===== src/hw/rtl/smrb_pkg.sv =====
`default_nettype none

package smrb_pkg;

    // receive fifo geometry
    localparam int RX_DEPTH = 8;
    localparam int RX_AW    = (RX_DEPTH > 1) ? $clog2(RX_DEPTH) : 1;
    localparam int RX_CW    = $clog2(RX_DEPTH + 1);

    // register offsets in the 0x4000-byte window
    localparam logic [13:0] OFS_CR0    = 14'h0000;
    localparam logic [13:0] OFS_CR1    = 14'h0004;
    localparam logic [13:0] OFS_DATA   = 14'h0008;
    localparam logic [13:0] OFS_STATUS = 14'h000C;
    localparam logic [13:0] OFS_CPSR   = 14'h0010;
    localparam logic [13:0] OFS_IMSC   = 14'h0014;
    localparam logic [13:0] OFS_RIS    = 14'h0018;
    localparam logic [13:0] OFS_MIS    = 14'h001C;
    localparam logic [13:0] OFS_ICR    = 14'h0020;
    localparam logic [13:0] OFS_DMACR  = 14'h0024;

    // access kinds
    localparam logic MODE_READ  = 1'b0;
    localparam logic MODE_WRITE = 1'b1;

    localparam logic [31:0] CR0_RESET     = 32'h0000_0007;
    localparam logic [31:0] STATUS_FIXED  = 32'h0000_0003;
    localparam logic [31:0] RX_INT_BIT    = 32'h0000_0004;
    localparam logic [15:0] RX_PUSH_VALUE = 16'h0000;

    // one bus access
    typedef struct packed {
        logic        mode;
        logic [13:0] offset;
        logic [31:0] write_data;
    } req_t;

    // one result word
    typedef struct packed {
        logic [31:0] read_data;
        logic [7:0]  out_byte;
        logic        byte_valid;
        logic        rx_overrun;
        logic        unmodelled;
        logic        last;
    } res_t;

endpackage

`default_nettype wire


===== src/hw/rtl/smrb_regfile.sv =====
`default_nettype none

module smrb_regfile (
    input  wire logic          clk,
    input  wire logic          rst_n,
    input  wire logic          fire,
    input  wire smrb_pkg::req_t req,
    output smrb_pkg::res_t     res_first,
    output smrb_pkg::res_t     res_second,
    output logic               two_results
);

    logic [31:0] cr0_reg, cr0_next;
    logic [31:0] cr1_reg, cr1_next;
    logic [31:0] cpsr_reg, cpsr_next;
    logic [31:0] imsc_reg, imsc_next;
    logic [31:0] icr_reg, icr_next;
    logic [31:0] dmacr_reg, dmacr_next;

    logic [15:0] store_reg [smrb_pkg::RX_DEPTH];
    logic [smrb_pkg::RX_AW-1:0] head_reg, head_next;
    logic [smrb_pkg::RX_CW-1:0] count_reg, count_next;

    logic                       not_empty;
    logic                       full;
    logic [smrb_pkg::RX_CW:0]   tail_sum;
    logic [smrb_pkg::RX_CW:0]   tail_wrap;
    logic [smrb_pkg::RX_AW-1:0] tail_idx;
    logic                       push;
    logic                       pop;
    logic [31:0]                rd;
    logic                       um;
    logic                       is_data_wr;

    assign not_empty = (count_reg != '0);
    assign full      = (count_reg == smrb_pkg::RX_CW'(smrb_pkg::RX_DEPTH));

    // tail = (head + count) mod depth, sum stays below twice the depth
    assign tail_sum  = (smrb_pkg::RX_CW+1)'(head_reg) + (smrb_pkg::RX_CW+1)'(count_reg);
    assign tail_wrap = (tail_sum >= (smrb_pkg::RX_CW+1)'(smrb_pkg::RX_DEPTH))
                     ? tail_sum - (smrb_pkg::RX_CW+1)'(smrb_pkg::RX_DEPTH)
                     : tail_sum;
    assign tail_idx  = tail_wrap[smrb_pkg::RX_AW-1:0];

    assign is_data_wr = (req.mode == smrb_pkg::MODE_WRITE) && (req.offset == smrb_pkg::OFS_DATA);

    always_comb
    begin
        cr0_next   = cr0_reg;
        cr1_next   = cr1_reg;
        cpsr_next  = cpsr_reg;
        imsc_next  = imsc_reg;
        icr_next   = icr_reg;
        dmacr_next = dmacr_reg;
        rd         = '0;
        um         = 1'b0;
        pop        = 1'b0;
        if (req.mode == smrb_pkg::MODE_READ)
        begin
            case (req.offset)
                smrb_pkg::OFS_CR0:    rd = cr0_reg;
                smrb_pkg::OFS_CR1:    rd = cr1_reg;
                smrb_pkg::OFS_DATA:
                begin
                    pop = not_empty;
                    rd  = not_empty ? {16'h0000, store_reg[head_reg]} : '0;
                end
                smrb_pkg::OFS_STATUS: rd = smrb_pkg::STATUS_FIXED
                                         | {28'h0, full, not_empty, 2'b00};
                smrb_pkg::OFS_CPSR:   rd = cpsr_reg;
                smrb_pkg::OFS_IMSC:   rd = imsc_reg;
                smrb_pkg::OFS_RIS:    rd = not_empty ? smrb_pkg::RX_INT_BIT : '0;
                smrb_pkg::OFS_MIS:    rd = (not_empty ? smrb_pkg::RX_INT_BIT : '0) & imsc_reg;
                smrb_pkg::OFS_ICR:    rd = icr_reg;
                smrb_pkg::OFS_DMACR:  rd = dmacr_reg;
                default:              um = 1'b1;
            endcase
        end
        else
        begin
            case (req.offset)
                smrb_pkg::OFS_CR0:   cr0_next   = req.write_data;
                smrb_pkg::OFS_CR1:   cr1_next   = req.write_data;
                smrb_pkg::OFS_DATA:  ;
                smrb_pkg::OFS_CPSR:  cpsr_next  = req.write_data;
                smrb_pkg::OFS_IMSC:  imsc_next  = req.write_data;
                smrb_pkg::OFS_ICR:   icr_next   = req.write_data;
                smrb_pkg::OFS_DMACR: dmacr_next = req.write_data;
                default:             um = 1'b1;
            endcase
        end
    end

    assign push = is_data_wr && !full;

    // fifo pointers
    always_comb
    begin
        head_next  = head_reg;
        count_next = count_reg;
        if (push)
        begin
            count_next = count_reg + 1'b1;
        end
        else if (pop)
        begin
            count_next = count_reg - 1'b1;
            head_next  = (head_reg == smrb_pkg::RX_AW'(smrb_pkg::RX_DEPTH - 1))
                       ? '0 : head_reg + 1'b1;
        end
    end

    // result words; frames wider than 8 bits go out high byte first
    always_comb
    begin
        two_results = is_data_wr && cr0_reg[3];
        res_first  = '0;
        res_second = '0;
        if (is_data_wr)
        begin
            res_first.byte_valid = 1'b1;
            if (two_results)
            begin
                res_first.out_byte    = req.write_data[15:8];
                res_second.out_byte   = req.write_data[7:0];
                res_second.byte_valid = 1'b1;
                res_second.rx_overrun = full;
                res_second.last       = 1'b1;
            end
            else
            begin
                res_first.out_byte   = req.write_data[7:0];
                res_first.rx_overrun = full;
                res_first.last       = 1'b1;
            end
        end
        else
        begin
            res_first.read_data  = rd;
            res_first.unmodelled = um;
            res_first.last       = 1'b1;
        end
    end

    always_ff @(posedge clk or negedge rst_n)
    begin
        if (!rst_n)
        begin
            cr0_reg   <= smrb_pkg::CR0_RESET;
            cr1_reg   <= '0;
            cpsr_reg  <= '0;
            imsc_reg  <= '0;
            icr_reg   <= '0;
            dmacr_reg <= '0;
            head_reg  <= '0;
            count_reg <= '0;
            for (int i = 0; i < smrb_pkg::RX_DEPTH; i++)
            begin
                store_reg[i] <= '0;
            end
        end
        else if (fire)
        begin
            cr0_reg   <= cr0_next;
            cr1_reg   <= cr1_next;
            cpsr_reg  <= cpsr_next;
            imsc_reg  <= imsc_next;
            icr_reg   <= icr_next;
            dmacr_reg <= dmacr_next;
            head_reg  <= head_next;
            count_reg <= count_next;
            if (push)
            begin
                store_reg[tail_idx] <= smrb_pkg::RX_PUSH_VALUE;
            end
        end
    end

endmodule

`default_nettype wire


===== src/hw/rtl/smrb_out_buf.sv =====
`default_nettype none

module smrb_out_buf (
    input  wire logic           clk,
    input  wire logic           rst_n,
    input  wire logic           load,
    input  wire smrb_pkg::res_t load_first,
    input  wire smrb_pkg::res_t load_second,
    input  wire logic           load_two,
    output logic                can_load,
    output logic                out_valid,
    input  wire logic           out_ready,
    output smrb_pkg::res_t      out_word
);

    logic           valid_reg;
    logic           pend_reg;
    smrb_pkg::res_t cur_reg;
    smrb_pkg::res_t second_reg;
    logic           take;

    assign take      = valid_reg && out_ready;
    // empty after this edge: nothing held, or the last word leaves now
    assign can_load  = !valid_reg || (take && !pend_reg);
    assign out_valid = valid_reg;
    assign out_word  = cur_reg;

    always_ff @(posedge clk or negedge rst_n)
    begin
        if (!rst_n)
        begin
            valid_reg <= 1'b0;
            pend_reg  <= 1'b0;
        end
        else if (load)
        begin
            valid_reg <= 1'b1;
            pend_reg  <= load_two;
        end
        else if (take)
        begin
            valid_reg <= pend_reg;
            pend_reg  <= 1'b0;
        end
    end

    always_ff @(posedge clk)
    begin
        if (load)
        begin
            cur_reg    <= load_first;
            second_reg <= load_second;
        end
        else if (take && pend_reg)
        begin
            cur_reg <= second_reg;
        end
    end

endmodule

`default_nettype wire


===== src/hw/rtl/spi_master_register_block.sv =====
`default_nettype none

// spi master register block: one bus access per input word (mode 0 read,
// 1 write, 14-bit byte offset, 32-bit write data), one or two result words
// out. map: 0x00 cr0 (resets to 7), 0x04 cr1, 0x08 data, 0x0c status,
// 0x10 prescale, 0x14 int mask, 0x18 raw int, 0x1c masked int, 0x20 int
// clear, 0x24 dma control. a data write sends its byte, or high then low
// byte when cr0[3:0] selects frames wider than 8 bits, and pushes a zero
// entry into the 8-deep receive fifo (overrun flagged on the last word when
// full). a data read pops the fifo, 0 when empty. any other offset, or a
// write to a read-only one, is flagged unmodelled. throughput is one access
// per cycle while out_ready is high, except a wide-frame data write, which
// holds the output register until both of its words are taken. an access
// passes through the input register, then the result register. the input
// register, when empty, takes a new word while a result waits at the output.
module spi_master_register_block (
    input  wire logic        clk,
    input  wire logic        rst_n,
    input  wire logic        in_valid,
    output logic             in_ready,
    input  wire logic        mode,
    input  wire logic [13:0] offset,
    input  wire logic [31:0] write_data,
    output logic             out_valid,
    input  wire logic        out_ready,
    output logic [31:0]      read_data,
    output logic [7:0]       out_byte,
    output logic             byte_valid,
    output logic             rx_overrun,
    output logic             unmodelled,
    output logic             last
);

    // input register
    logic           req_valid_reg;
    smrb_pkg::req_t req_reg;

    logic           fire;
    logic           can_load;
    smrb_pkg::res_t res_first;
    smrb_pkg::res_t res_second;
    logic           two_results;
    smrb_pkg::res_t out_word;

    // the held access executes once the output register will be free
    assign fire     = req_valid_reg && can_load;
    assign in_ready = !req_valid_reg || fire;

    always_ff @(posedge clk or negedge rst_n)
    begin
        if (!rst_n)
        begin
            req_valid_reg <= 1'b0;
        end
        else if (in_ready)
        begin
            req_valid_reg <= in_valid;
        end
    end

    always_ff @(posedge clk)
    begin
        if (in_ready && in_valid)
        begin
            req_reg.mode       <= mode;
            req_reg.offset     <= offset;
            req_reg.write_data <= write_data;
        end
    end

    // control words, receive fifo and decode
    smrb_regfile u_regfile (
        .clk         (clk),
        .rst_n       (rst_n),
        .fire        (fire),
        .req         (req_reg),
        .res_first   (res_first),
        .res_second  (res_second),
        .two_results (two_results)
    );

    // result register, holds the second byte of a wide frame
    smrb_out_buf u_out_buf (
        .clk         (clk),
        .rst_n       (rst_n),
        .load        (fire),
        .load_first  (res_first),
        .load_second (res_second),
        .load_two    (two_results),
        .can_load    (can_load),
        .out_valid   (out_valid),
        .out_ready   (out_ready),
        .out_word    (out_word)
    );

    assign read_data  = out_word.read_data;
    assign out_byte   = out_word.out_byte;
    assign byte_valid = out_word.byte_valid;
    assign rx_overrun = out_word.rx_overrun;
    assign unmodelled = out_word.unmodelled;
    assign last       = out_word.last;

endmodule

`default_nettype wire


===== config.mk =====
export PLATFORM = sky130hd
export DESIGN_NAME = spi_master_register_block
export DESIGN_NICKNAME = d
export VERILOG_FILES = /design/src/hw/rtl/smrb_pkg.sv /design/src/hw/rtl/smrb_regfile.sv /design/src/hw/rtl/smrb_out_buf.sv /design/src/hw/rtl/spi_master_register_block.sv
export SDC_FILE = /design/constraint.sdc
export NUM_CORES = 1
export LEC_CHECK = 0
export BUFFER_PORTS_ARGS = -buffer_cell sky130_fd_sc_hd__buf_2
export CAP_MARGIN = 30
export CORE_ASPECT_RATIO = 1.2
export CORE_MARGIN = 2
export CORE_UTILIZATION = 35
export DETAILED_ROUTE_END_ITERATION = 8
export SLEW_MARGIN = 20
export SYNTH_ARGS = -nofsm -noshare
export SYNTH_HDL_FRONTEND = slang
export SYNTH_SLANG_ARGS = --single-unit

===== constraint.sdc =====
create_clock -name clk -period 3.4 [get_ports clk]
set_clock_uncertainty 0.15 [all_clocks]
set_input_delay 0.34 -clock clk [delete_from_list [all_inputs] [get_ports clk]]
set_output_delay 0.34 -clock clk [all_outputs]
set_load 0.02 [all_outputs]

==> flow_metrics.env, run 1 <==
export IMPL_report_final_slew_viol_count=0
export IMPL_gp_congestion=0.851
export IMPL_drtAntennaViolNets=0
export IMPL_path_buf_inv=0
export IMPL_max_cap_violations=0
export IMPL_core_area_sq_mm=0.0503
export IMPL_final_cell_mix="dfrtp_1, mux2_2, edfxtp_1, buf_2, and2_1"
export IMPL_multi_input_area_sq_mm=0.00627
export IMPL_cts_tree="done"
export IMPL_antenna_found_initial=0
export IMPL_cpMaxStageDelayCell="or4_1"
export IMPL_drive_gt1_share_pct=31.8
export IMPL_setup_viol=0
export IMPL_min_period_ps=2870
export IMPL_avgSynthCellArea_sq_um=14.8
export IMPL_ir_drop_v=0.000276
export IMPL_cts_sink_count=431
export IMPL_syn_area_sq_mm=0.0178
export IMPL_drc=0
export IMPL_die_w_um=210
export IMPL_slowest_delay_ps=610
export IMPL_htree_levels=2
export IMPL_final_nets=1426
export IMPL_largest_register_ff_count=128
export IMPL_syn_nets=1260
export IMPL_grt_max_degree=97
export IMPL_final_cell_area_sq_mm=0.0211
export IMPL_synth_edf_count=101
export IMPL_ys_flop_type="dfrtp_1"
export IMPL_synth_cell_types=64
export IMPL_startpoint_type="flip-flop"
export IMPL_timing_setup_tns_ps=0
export IMPL_io_buffers=96
export IMPL_path_delay_family="simple AND/OR/NAND/NOR gates"
export IMPL_timing_fmax_mhz=348
export IMPL_hpwl_mm=27.0
export IMPL_dieArea_sq_mm=0.0528
export IMPL_antenna_cells=0
export IMPL_async_flop_share_pct=76.6
export IMPL_ios=97
export IMPL_cts_repair_resized=0
export IMPL_crit_type="flip-flop to flip-flop"
export IMPL_synth_cells=1202
export IMPL_wl_per_cell_um=21.2
export IMPL_initial_core_util_pct=35.4
export IMPL_hold_viol_final=0
export IMPL_cp_arrival_ps=3200
export IMPL_die_y_um=251
export IMPL_ys_ff_latch=431
export IMPL_grt_pass1_vias=11500
export IMPL_seq_area_frac_synth_pct=63.3
export IMPL_hold_path_class="primary input to flip-flop"
export IMPL_insertion_delay_ps=560
export IMPL_worst_path_most_repeated_cell="a21o_1"
export IMPL_grt_usage_pct=16.7
export IMPL_seq_area_sq_mm=0.0113
export IMPL_period_share_pct=84.5
export IMPL_vias=10600
export IMPL_clock_path_buffers=3
export IMPL_final_common_cell="dfrtp_1"
export IMPL_worstPathMaxFanout=12
export IMPL_wl_mm=43.3
export IMPL_place_area_sq_mm=0.0193
export IMPL_clock_root_buffer="clkbuf_16"
export IMPL_synthesis_yosys_warnings=0
export IMPL_grt_pass1_wl_mm=68.2
export IMPL_cp_cell_sequence="or4_1 -> nor3_4 -> nand3_1 -> ha_1 -> a21o_1 -> a21o_1 -> and4_1 -> o22ai_1 -> xnor2_1"
export IMPL_num_rows=90
export IMPL_rsz0062_at_grt="no"
export IMPL_end_kind="flip-flop"
export IMPL_drt_pass1_iter_count=5
export IMPL_power_density_mw_per_mm2=499
export IMPL_tightest_slew_ps=762
export IMPL_clk_pin_slew_worst_paths_ps=60
export IMPL_fill_cells=4540
export IMPL_drt_iter0_drc=862
export IMPL_p_leak_uw=0.00972
export IMPL_outcome="complete, no violations"
export IMPL_maxSlewHeadroom_pct=48.7
export IMPL_cts_made_buffers=44
export IMPL_area_growth_pct=18.5
export IMPL_vias_per_cell=5.21
export IMPL_overflow=0
export IMPL_required_ps=3730
==> cell families (layout without fill, tap and decap cells) <==
logic type | after synthesis | after routing | share of synthesized area (%)
AO/OA/AOI/OAI | 133 | 133 | 5.62
XOR/XNOR | 5 | 5 | 0.245
adder cells (fa/ha/maj) | 7 | 7 | 0.575
buffers and inverters | 73 | 272 | 1.70
flip-flops | 431 | 431 | 63.3
multiplexers | 274 | 274 | 19.2
AND/OR/NAND/NOR | 279 | 279 | 9.32
==> cells in the mapped netlist, drive strengths merged (3+ instances only) <==
| master | number | share of area, % |
|---|---|---|
| a2bb2oi | 17 | 0.83 |
| dfstp | 3 | 0.44 |
| a21oi | 16 | 0.45 |
| mux4 | 33 | 4.2 |
| nand3 | 9 | 0.31 |
| edfxtp | 101 | 17 |
| nand4 | 3 | 0.18 |
| o21ai | 8 | 0.22 |
| ha | 5 | 0.35 |
| nor3 | 12 | 0.43 |
| and2 | 78 | 2.7 |
| clkbuf | 29 | 0.61 |
| a22oi | 22 | 0.93 |
| mux2 | 221 | 14 |
| nor4 | 6 | 0.40 |
| nand3b | 4 | 0.17 |
| a21o | 6 | 0.25 |
| nand2b | 3 | 0.11 |
| a31oi | 22 | 0.77 |
| xnor2 | 3 | 0.15 |
| nor2 | 21 | 0.44 |
| a222oi | 20 | 1.1 |
| nor2b | 69 | 2.4 |
| a32oi | 3 | 0.15 |
| buf | 37 | 0.95 |
| dfrtp | 327 | 46 |
| inv | 7 | 0.15 |
| and4 | 3 | 0.15 |
| o31ai | 8 | 0.39 |
| nand2 | 54 | 1.1 |
| or4 | 4 | 0.19 |
| mux2i | 20 | 1.1 |
| or2 | 3 | 0.11 |
==> area by class of cell <==
cell class	count	area share (%)
clock inverter	16	0.633
timing repair buffer	186	6.39
clock buffer	63	5.93
multi-input combinational	698	29.7
tap	644	3.81
inverter	7	0.124
sequential	431	53.4
==> stage by stage <==
| step | total power, uW | hold slack (ps) | setup WS, ps | util (%) | instances |
|---|---|---|---|---|---|
| 2_1_floorplan | 5700 | -106 | 19.2 | - | 1202 |
| 6_report | 10500 | 38.0 | 525 | 42.0 | 2045 |
| 4_1_cts | 10700 | 16.5 | 534 | 42.0 | 2045 |
| 3_3_place_gp | 5950 | 248 | 570 | 38.3 | 1917 |
| 5_1_grt | 10900 | 40.2 | 377 | 42.0 | 2045 |
| 3_5_place_dp | 5960 | 254 | 536 | 38.3 | 1917 |
==> what timing repair did <==
item	CTS	global route
hold endpoints to repair	129	0
setup buffers	0	0
hold buffers	49	0
==> worst paths after layout <==
check,startpoint,end,slack (ps),cells after the start
setup / recovery,req_reg[36],u_regfile.count_reg[3],530,9
hold / removal,out_ready,u_out_buf.pend_reg,40,3
setup reg to reg,req_reg[36],u_regfile.count_reg[3],530,9
hold reg to reg,u_regfile.store_reg[17],u_regfile.store_reg[17],330,1
max in group asynchronous,rst_n,u_regfile.store_reg[6],1870,3
min in group asynchronous,rst_n,u_regfile.icr_reg[18],220,2
==> routing by layer <==
layer | vias up | share of wire, % | global-route usage, %
met1 | 5590 | 44 | 22.2
li1 | 4759 | - | -
met2 | 225 | 49 | 28.2
met4 | 0 | 2.7 | 5.17
met5 | - | 0 | 0
met3 | 75 | 3.9 | 2.49
==> worst reg2reg max path, cell delays in order (launching register included) <==
cell      delay, ps
edfxtp_1        540
or4_1           610
nor3_4          190
nand3_1         170
ha_1            310
a21o_1          180
a21o_1          180
and4_1          190
o22ai_1         130
xnor2_1         130
==> power by group <==
group	switching, uW	internal [uW]	total [uW]
Clock	2000	2650	4650
Sequential	91.3	5400	5490
Combinational	268	131	399
Power figures use the tool's default switching activity.
==> run 2, diff against run 1 <==
--- a/config.mk
+++ b/config.mk
@@ -5,6 +5,7 @@
 export SDC_FILE = /design/constraint.sdc
 export NUM_CORES = 1
 export LEC_CHECK = 0
+export ABC_AREA = 1
 export BUFFER_PORTS_ARGS = -buffer_cell sky130_fd_sc_hd__buf_2
 export CAP_MARGIN = 30
 export CORE_ASPECT_RATIO = 1.2
==> constraint.sdc (replaced) <==
create_clock -name clk -period 2.6 [get_ports clk]
set_clock_uncertainty 0.15 [all_clocks]
set_input_delay 0.26 -clock clk [delete_from_list [all_inputs] [get_ports clk]]
set_output_delay 0.26 -clock clk [all_outputs]
set_load 0.02 [all_outputs]
==> run 2 against run 1 <==
Net effect:
- fmax rose by 22%
- register-to-register slack got worse by 280 ps
- synthesized cell count rose by 69%
- die area rose by 3.3%
==> flow_metrics.env, run 2 <==
export IMPL_muxShareOfSynthArea_pct=0
export IMPL_worst_path_most_repeated_cell="nand2_1"
export IMPL_hold_path_class="primary input to asynchronous set/reset pin"
export IMPL_power_density_mw_per_mm2=655
export IMPL_grt_pass1_vias=13500
export IMPL_ys_ff_latch=431
export IMPL_clock_root_buffer="clkbuf_16"
export IMPL_report_final_slew_viol_count=0
export IMPL_synth_fa_ha_area_share_pct=0.557
export IMPL_syn_nets=2084
export IMPL_overflow=0
export IMPL_min_period_ps=2360
export IMPL_p_leak_uw=0.0105
export IMPL_core_area_sq_mm=0.0523
export IMPL_die_w_um=214
export IMPL_area_growth_pct=18.6
export IMPL_required_ps=2890
export IMPL_place_area_sq_mm=0.0198
export IMPL_cp_arrival_ps=2650
export IMPL_startpoint_type="flip-flop"
export IMPL_yosysMostFrequentCell="nand2_1"
export IMPL_final_common_cell="nand2_1"
export IMPL_htree_levels=2
export IMPL_path_delay_family="simple AND/OR/NAND/NOR gates"
export IMPL_grt_pass1_wl_mm=73.4
export IMPL_setup_viol=0
export IMPL_synthesis_yosys_warnings=0
export IMPL_rsz0062_at_grt="no"
export IMPL_antenna_found_initial=0
export IMPL_p_comb_share_pct=4.6
export IMPL_ios=97
export IMPL_p_switching_uw=3110
export IMPL_tightest_slew_ps=752
export IMPL_drive_gt1_share_pct=12.5
export IMPL_path_buf_inv=1
export IMPL_max_cap_violations=0
export IMPL_drt_pass1_iter_count=6
export IMPL_ys_flop_type="dfrtp_1"
export IMPL_yosys_area_share_simple_pct=21.5
export IMPL_outcome="complete, no violations"
export IMPL_wl_per_cell_um=15.4
export IMPL_cp_cell_sequence="nor2_2 -> nand2_1 -> nor2_8 -> nand4_4 -> ha_1 -> nand2_1 -> nand2_1 -> a31oi_1 -> inv_1 -> nand2_1 -> nand2_1 -> nand2_1 -> nand2_1"
export IMPL_num_rows=92
export IMPL_hpwl_mm=28.4
export IMPL_initial_core_util_pct=35.3
export IMPL_io_buffers=96
export IMPL_vias_per_cell=4.64
export IMPL_synth_edf_count=101
export IMPL_slowest_delay_ps=380
export IMPL_avgSynthCellArea_sq_um=9.10
export IMPL_synth_top_cell_by_area="dfrtp_1"
export IMPL_hold_ws_ps=125
export IMPL_drc=0
export IMPL_maxSlewHeadroom_pct=49.8
export IMPL_synth_xor_area_share_pct=0.143
export IMPL_p_seq_share_pct=50.0
export IMPL_hold_viol_final=0
export IMPL_syn_area_sq_mm=0.0184
export IMPL_async_flop_share_pct=76.6
export IMPL_cts_made_buffers=42
export IMPL_seq_area_frac_synth_pct=61.3
export IMPL_cts_repair_resized=0
export IMPL_worstPathMaxFanout=16
export IMPL_synth_common_cells="nand2_1, dfrtp_1, inv_1"
export IMPL_timing_fmax_mhz=424
export IMPL_cts_sink_count=431
export IMPL_ir_drop_v=0.000463
export IMPL_wl_mm=44.7
export IMPL_crit_type="flip-flop to flip-flop"
export IMPL_synth_top_family_by_area="simple AND/OR/NAND/NOR gates"
export IMPL_timing_setup_tns_ps=0
export IMPL_die_y_um=255
export IMPL_dieArea_sq_mm=0.0545
export IMPL_final_cell_mix="nand2_1, dfrtp_1, inv_1, nor2_1, o21ai_0"
export IMPL_internal_power_uw=11200
export IMPL_final_nets=2226
export IMPL_vias=13500
export IMPL_clk_pin_slew_worst_paths_ps=60
export IMPL_synth_cell_types=40
export IMPL_utilization_pct=41.8
export IMPL_clock_path_buffers=3
export IMPL_synth_top_cell_area_share_pct=44.4
export IMPL_synth_area_leaders="dfrtp_1, edfxtp_1, nand2_1"
export IMPL_drtAntennaViolNets=0
export IMPL_p_clk_share_pct=45.3
export IMPL_gp_congestion=0.872
export IMPL_drt_iter0_drc=988
export IMPL_end_kind="flip-flop"
export IMPL_antenna_cells=0
export IMPL_cts_tree="done"
export IMPL_synth_cells=2026
export IMPL_synth_compound_area_share_pct=9.15
export IMPL_period_share_pct=90.7
export IMPL_grt_usage_pct=16.9
export IMPL_grt_max_degree=83
export IMPL_cpMaxStageDelayCell="edfxtp_1"
export IMPL_largest_register_ff_count=128
export IMPL_switching_share_pct=21.7
export IMPL_insertion_delay_ps=550
export IMPL_final_cell_area_sq_mm=0.0219
-- run 2: changes by cell type in the layout (fill, tap and decap cells not counted), sizes merged, moves of 73 or more --
cell   delta
nand2   +527
mux2    -221
o21ai   +241
and2     -78
nor2    +217
nand3    +73
inv     +226
-- run 2: layout make-up --
type / instances / area, sq um
inverter: 235 / 882
tap: 705 / 882
clock inverter: 11 / 161
timing repair buffer: 192 / 1510
sequential: 431 / 11300
clock buffer: 65 / 1320
multi-input combinational: 1266 / 5790
fill: 5225 / 30400
-- run 2: final timing paths --
| path | from | end | slack, ps | depth (start not counted) |
|---|---|---|---|---|
| max in group asynchronous | rst_n | u_regfile.count_reg[1] | 1330 | 3 |
| setup / recovery | req_reg[45] | u_regfile.count_reg[3] | 240 | 13 |
| setup reg to reg | req_reg[45] | u_regfile.count_reg[3] | 240 | 13 |
| min in group clk | write_data[30] | req_reg[30] | 260 | 2 |
| hold reg to reg | u_regfile.icr_reg[19] | u_regfile.icr_reg[19] | 330 | 2 |
| hold / removal | rst_n | u_regfile.cr1_reg[24] | 120 | 2 |
-- run 2: timing repair --
action,4_1_cts,5_1_grt
hold endpoints to repair,145,0
hold buffers,51,0
setup buffers,0,1
endpoints found under the setup margin,0,1
-- run 2: per-stage QoR --
| step | setup WS, ps | total power (uW) | instances |
|---|---|---|---|
| 2_1_floorplan | 177 | 7540 | 2026 |
| 3_3_place_gp | 257 | 7900 | 2777 |
| 3_5_place_dp | 204 | 7910 | 2777 |
| 4_1_cts | 184 | 14500 | 2904 |
| 5_1_grt | 13.0 | 14800 | 2905 |
| 6_report | 241 | 14300 | 2905 |
-- run 2: power groups by stage --
stage / clock network, uW / registers, uW / logic, uW
final: 6490 / 7160 / 661
after global routing: 6910 / 7170 / 731
after CTS: 6660 / 7160 / 680
after detailed placement: 0 / 7290 / 619
after global placement: 0 / 7290 / 608
after floorplan: 0 / 7370 / 171
-- run 2: per-layer routing --
layer  track usage, %  vias up  share of wire [%]
li1                 -     6688                  -
met3             2.51       79                4.1
met2             28.4      268                 49
met4             6.29        0                3.5
met1             22.0     6434                 43
met5                0        -                  0
-- run 2: kinds of logic (layout without fill, tap and decap cells) --
logic type / Yosys count / after routing
AO/OA/AOI/OAI: 322 / 322
AND/OR/NAND/NOR: 934 / 934
adder cells (fa/ha/maj): 7 / 7
buffers and inverters: 329 / 503
XOR/XNOR: 3 / 3
flip-flops: 431 / 431
-- run 2: worst register-to-register path, stage by stage, from the launching register on --
cell and delay [ps]:
edfxtp_1 380, nor2_2 130, nand2_1 130, nor2_8 240, nand4_4 240, ha_1 380, nand2_1 90, nand2_1 50
a31oi_1 190, inv_1 60, nand2_1 70, nand2_1 40, nand2_1 50, nand2_1 50
